$ cat config.mk
export PLATFORM = sky130hd
export DESIGN_NAME = gha_front
export DESIGN_NICKNAME = d
export VERILOG_FILES = /design/src/sv/gha_pkg.sv /design/src/sv/gha_front.sv
export SDC_FILE = /design/constraint.sdc
export NUM_CORES = 1
export LEC_CHECK = 0
export BUFFER_PORTS_ARGS = -buffer_cell sky130_fd_sc_hd__buf_2
export CAP_MARGIN = 20
export CORE_MARGIN = 3
export CORE_UTILIZATION = 51
export DETAILED_ROUTE_END_ITERATION = 8
export HOLD_SLACK_MARGIN = 0.15
export MAX_ROUTING_LAYER = met4
export PLACE_DENSITY = 0.85
export SYNTH_ARGS = -nofsm -noshare
export SYNTH_HDL_FRONTEND = slang
export SYNTH_SLANG_ARGS = --single-unit
export TNS_END_PERCENT = 1
$ cat constraint.sdc
create_clock -name i_clk -period 3.4 [get_ports i_clk]
set_input_delay 0.68 -clock i_clk [delete_from_list [all_inputs] [get_ports i_clk]]
set_output_delay 0.68 -clock i_clk [all_outputs]
set_load 0.01 [all_outputs]
$ cat src/sv/gha_pkg.sv
// Shared types and constants of the generational handle allocator.
`timescale 1ns / 1ps
`default_nettype none

package gha_pkg;

    localparam int unsigned IDX_BITS = 10;
    localparam int unsigned TAG_OUT_BITS = 32;
    localparam int unsigned CNT_OUT_BITS = 11;

    localparam logic [1:0] ACT_ALLOC  = 2'd0;
    localparam logic [1:0] ACT_REMOVE = 2'd1;
    localparam logic [1:0] ACT_LOOKUP = 2'd2;

    typedef enum logic [1:0] {
        ST_OK    = 2'd0,
        ST_STALE = 2'd1,
        ST_FULL  = 2'd2,
        ST_NEVER = 2'd3
    } t_status;

    typedef enum logic [1:0] {
        OP_ALLOC,
        OP_REMOVE,
        OP_LOOKUP
    } t_op;

    typedef enum logic [1:0] {
        BK_IDLE,
        BK_ALLOC,
        BK_CHECK
    } t_back_state;

    typedef struct packed {
        logic [1:0]              action;
        logic [IDX_BITS-1:0]     slot_index;
        logic [TAG_OUT_BITS-1:0] handle_tag;
    } t_in_word;

    typedef struct packed {
        t_status                 status;
        logic [IDX_BITS-1:0]     result_index;
        logic [TAG_OUT_BITS-1:0] result_tag;
        logic [CNT_OUT_BITS-1:0] live_count;
    } t_out_word;

    // Classified command as it sits in the queue between front and back.
    typedef struct packed {
        t_op                     op;
        logic [IDX_BITS-1:0]     slot_index;
        logic [TAG_OUT_BITS-1:0] handle_tag;
    } t_cmd;

    // Control decisions of the back sequencer for one cycle.
    typedef struct packed {
        logic    pop;
        logic    take_stack;
        logic    take_hw;
        logic    stk_push;
        logic    tag_rd;
        logic    tag_wr;
        logic    tag_live;
        logic    emit;
        t_status status;
    } t_back_ctl;

endpackage

`default_nettype wire

$ cat src/sv/gha_front.sv
// Front end: decodes incoming words and holds them in a two-entry queue.
`timescale 1ns / 1ps
`default_nettype none

module gha_front (
    input  wire logic              i_clk,
    input  wire logic              i_rst_n,
    input  wire logic              start,
    output logic                   busy,
    input  wire gha_pkg::t_in_word i_word,
    output logic                   o_valid,
    output gha_pkg::t_cmd          o_cmd,
    input  wire logic              i_pop
);

    gha_pkg::t_cmd r_q [2];
    logic          r_wr_ptr;
    logic          r_rd_ptr;
    logic [1:0]    r_count;
    gha_pkg::t_cmd dec_cmd;
    logic          push;
    logic          pop;

    always_comb begin
        dec_cmd.slot_index = i_word.slot_index;
        dec_cmd.handle_tag = i_word.handle_tag;
        // The unused action code behaves as a lookup.
        unique case (i_word.action)
            gha_pkg::ACT_ALLOC:  dec_cmd.op = gha_pkg::OP_ALLOC;
            gha_pkg::ACT_REMOVE: dec_cmd.op = gha_pkg::OP_REMOVE;
            default:             dec_cmd.op = gha_pkg::OP_LOOKUP;
        endcase
    end

    assign busy    = (r_count == 2'd2);
    assign push    = start && !busy;
    assign o_valid = (r_count != 2'd0);
    assign pop     = i_pop && o_valid;
    assign o_cmd   = r_q[r_rd_ptr];

    always_ff @(posedge i_clk) begin
        if (push) begin
            r_q[r_wr_ptr] <= dec_cmd;
        end
    end

    always_ff @(posedge i_clk) begin
        if (!i_rst_n) begin
            r_wr_ptr <= 1'b0;
            r_rd_ptr <= 1'b0;
            r_count  <= 2'd0;
        end else begin
            if (push) begin
                r_wr_ptr <= !r_wr_ptr;
            end
            if (pop) begin
                r_rd_ptr <= !r_rd_ptr;
            end
            if (push && !pop) begin
                r_count <= r_count + 2'd1;
            end else if (pop && !push) begin
                r_count <= r_count - 2'd1;
            end
        end
    end

endmodule

`default_nettype wire

# == Yosys cells after proc, flatten, opt, wreduce, memory -nomap -nowiden ==
# Memories as Yosys holds them, arrays and structs flattened. A register that Yosys moved wholly into a read port is not among the register bits.
# Index checks and enable logic that the tools add are counted.
# classes
bitwise_logic,0
muxes,7
add_sub_neg,2
n_eq_ne,2
shifts,0
reduce_logical,12
multipliers,0
n_div,0
n_lt_le_gt_ge,0
# op_table
cell,n
$logic_not A1 Y1,5
$logic_and A1 B1 Y1,4
$mux W1,4
$mux W2,2
$pmux W2 S2,1
$reduce_bool A2 Y1,2
$add A2 B1 Y2 const B,1
$eq A2 B1 Y1 const B,1
$eq A2 B2 Y1 const B,1
$logic_not A2 Y1,1
$sub A2 B1 Y2 const B,1
# totals
mem_bits_rw,88
output_inout_bits,46
mem_bits_ro,0
mem_count,1
register_bits,4
latch_bits,0
# memory_table
memory,depth,width,rd,rd_clocked_by_memory_dff,write_ports,line_no,text
r_q,2,44,1,1,1,gha_front.sv:16,gha_pkg::t_cmd r_q [2];

# == Logic depth before layout (Yosys ltp) ==
# depth
ltp_word,7
depth_mapped,7
mapped_depth_nobuf,7

# == Worst setup path before layout ==
# OpenSTA, ideal clock, no wires.
# synth_path
path_type,input -> register
start,input start
end,memory r_q[0][0] (netlist name) (enable)
t_arrival_ns,2.510
path_slack_ns,0.451
setup_time_ns,0.439
required_ns,2.961
path_stages,2
n_path_buf,0
path_cell_list,inv_1 nor3_2
# synth_via
elab_chain_len,3
# synth_rtl
item,line_no,text
start: declaration,gha_front.sv:8,"input wire logic start,"
$logic_and A1 B1 Y1,gha_front.sv:36,assign push = start && !busy;
$mux W1,gha_front.sv:42,if (push) begin
$mux W1 (implied by the code),gha_front.sv:43,r_q[r_wr_ptr] <= dec_cmd;
end: declaration,gha_front.sv:16,
# Every way passes these cells.

==> results.md <==
- Setup CP Type: register to output pin
- Hold crit path type: input pin to register
- Wire per inst: between 15 and 20 um
- Seq cells post-synth: between 90 and 100
- Placed cell area: 3980 um^2
- Synth area leader: edfxtp_1
- Top post-synthesis cells by area: edfxtp_1 77%, mux2_2 14%, dfxtp_1 2.9%
- P per Cell Area: approximately 710 nW/um^2
- GRT Util Overall: roughly 15%
- Share of the synthesized area in the top cell type: between 70 and 80%
- Worst path required time: 2.72 ns
- Vias per cell: roughly 5
- RR Startpoint: r_count[0]$_SDFFE_PN0P_
- Initial core utilization: between 50% and 60%
- Routed wire length: 5.33 mm
- Final Net Count: 315
- RSZ-0062 raised after global routing: no
- DP Wirelength: 3.54 mm
- Pins over their slew limit: 0
- Cells after Synth: about 160
- Post-CTS Hold Fix Bufs: 0
- H-tree levels: 3
- Critical path endpoint category: output pin
- Critical path data arrival time: roughly 1.7 ns
- Share of cells above drive strength 1: 59.3%
- Die Wd: ~88 um
- VDD IR max: roughly 0.66 mV
- Filler Cell Count: 453
- Fin crit share: a little over two thirds
- Max Cap Viol: 0
- Placement Rows: 29
- R2R Path End: r_q[1][18]$_DFFE_PP_
- Post-route DRC: 0
- Mapped Nets: between 200 and 250
- CP startpoint kind: register
- First-pass GRT wire length: slightly above 8 mm
- Max Buffers Root-to-Sink: 2
- Clk pin slew, worst setup/hold paths: 0.08 ns
- Vias in the first global route: about 1700
- Setup bufs post-CTS: 0
- Clk root buf: clkbuf_8
- 1st-pass router iterations: 4
- Area occupied by multi-input gates: 638 um^2
- Global route total overflow: 0
- Routed Antenna Nets: 0
- Rel. slew slack: 32.7%
- Fmax: roughly 420 MHz
- Resized Gates After CTS: 0
- Final GP Congestion: around 0.64
- Leak pwr: between 1.5 and 2 nW
- Reg2Reg Depth: 2
- Total of warnings raised by yosys: 0
- DR iter-0 viols: 59
- Setup tns final: 0 ns
- Final hold vios: 0
- Seq/Total Area, Yosys: around four fifths
- Pin count of the biggest net entering global routing: 45
- Most common cell after layout, fill and taps aside: buf_2
- CTS tree: built
- Cell variety after synth: 24
- Core Region: 6420 um^2
- Crit path max fanout: 17
- Mapped cell area: ~3400 um^2
- Clock sinks: 93
- Via count: around 1700
- Port Buffer Count: between 90 and 100
- FF/Latch Area: between 2000 and 3000 um^2
- Avg Cell Area, Syn: between 20 and 25 um^2
- Chip Height: 87.9 um
- Initial antenna violation count: 0
- Clk_skew: roughly 0.0047 ns
- Post-route cell area: between 4000 and 5000 um^2
- Full die area: a little under 8000 um^2
- Reg2Reg Setup Slack: roughly 1.5 ns
- Status: completed
- Worst Max-Slew Pin Slew: ~1.0 ns
- Final setup viols: 0
- Layout area overhead: 21.7%
- Top Ports: between 90 and 100
- Crit path time final: ~2.4 ns
- Worst-Skew Late Latency: 0.33 ns
- CP endpoint: o_cmd[41]
- CTS Buf Count: 9
- Ant diodes: 0
- Most frequent cells in the layout: 93 x buf_2, 88 x edfxtp_1, 44 x mux2_2
[worst min path at each step]
stage | cells after the start | from | to | slack, ns
final | 1 | i_word[36] | r_q[0][36]$_DFFE_PP_ | 0.53
after global routing | 1 | i_word[0] | r_q[0][0]$_DFFE_PP_ | 0.49
after CTS | 1 | i_word[0] | r_q[0][0]$_DFFE_PP_ | 0.50
after detailed placement | 2 | r_count[1]$_SDFFE_PN0P_ | r_count[1]$_SDFFE_PN0P_ | 0.52
after global placement | 2 | r_count[1]$_SDFFE_PN0P_ | r_count[1]$_SDFFE_PN0P_ | 0.50
after floorplan | 2 | r_count[1]$_SDFFE_PN0P_ | r_count[1]$_SDFFE_PN0P_ | 0.48
[cell families after synthesis]
logic type,Yosys count,share of synthesized area [%]
DFF,93,80.2
muxes,44,14.5
and+or+nand+nor,10,1.87
buffers and inverters,8,1.35
AOI/OAI and AO/OA,5,0.951
xor gates and xnor gates,3,0.769
adders and majority gates,1,0.366
[metal layers]
layer | up-vias | routed length [um] | GRT usage (%)
met5 | - | 0 | -
met4 | 0 | 23 | 4.60
met1 | 830 | 2220 | 17.8
met3 | 2 | 342 | 5.36
met2 | 58 | 2740 | 24.0
li1 | 838 | - | -
[power breakdown]
part / leakage [nW] / internal [mW] / total (mW) / switching [mW]
Sequential: 0.864 / 1.44 / 1.51 / 0.0648
Clock: 0.0919 / 0.332 / 0.672 / 0.340
Combinational: 0.616 / 0.382 / 0.775 / 0.393
[cell type report]
class / instances / area share [%]
timing repair buffer: 97 / 11.9
tap: 77 / 2.32
sequential: 93 / 65.9
multi-input combinational: 63 / 15.3
clock buffer: 10 / 3.07
inverter: 2 / 0.180
clock inverter: 5 / 1.26
[critical path, cell delays in order (launching register included)]
cell and delay, ns:
dfxtp_2 0.53, buf_4 0.32, mux2_2 0.37, buf_2 0.14
[stage by stage]
stage                     hold slack (ns)  std cells  power (mW)  utilization [%]  setup WS [ns]
final                               0.527        347        2.95             64.8           1.02
after floorplan                     0.479        164        2.03                -          0.451
after global routing                0.491        347        3.13             64.8          0.898
after global placement              0.497        332        2.30             62.0           1.33
after CTS                           0.504        347        3.00             64.8          0.952
after detailed placement            0.519        332        2.32             62.0           1.30
[Yosys cell counts (all sizes together)]
| cell type | instances |
|---|---|
| nor2 | 1 |
| o21ai | 2 |
| and3 | 1 |
| o21a | 1 |
| nor2b | 1 |
| dfxtp | 5 |
| buf | 5 |
| and2 | 3 |
| inv | 2 |
| clkbuf | 1 |
| xnor2 | 2 |
| nand2b | 1 |
| ha | 1 |
| xor2 | 1 |
| a21boi | 2 |
| or2 | 1 |
| nor3 | 1 |
| edfxtp | 88 |
| or3 | 1 |
| mux2 | 44 |
[registers in the layout, summed over array words and instances, names as in the netlist, named ones only]
register  count
r_wr_ptr      1
r_rd_ptr      1
r_count       2
r_q          88
Power figures use the tool's default switching activity.
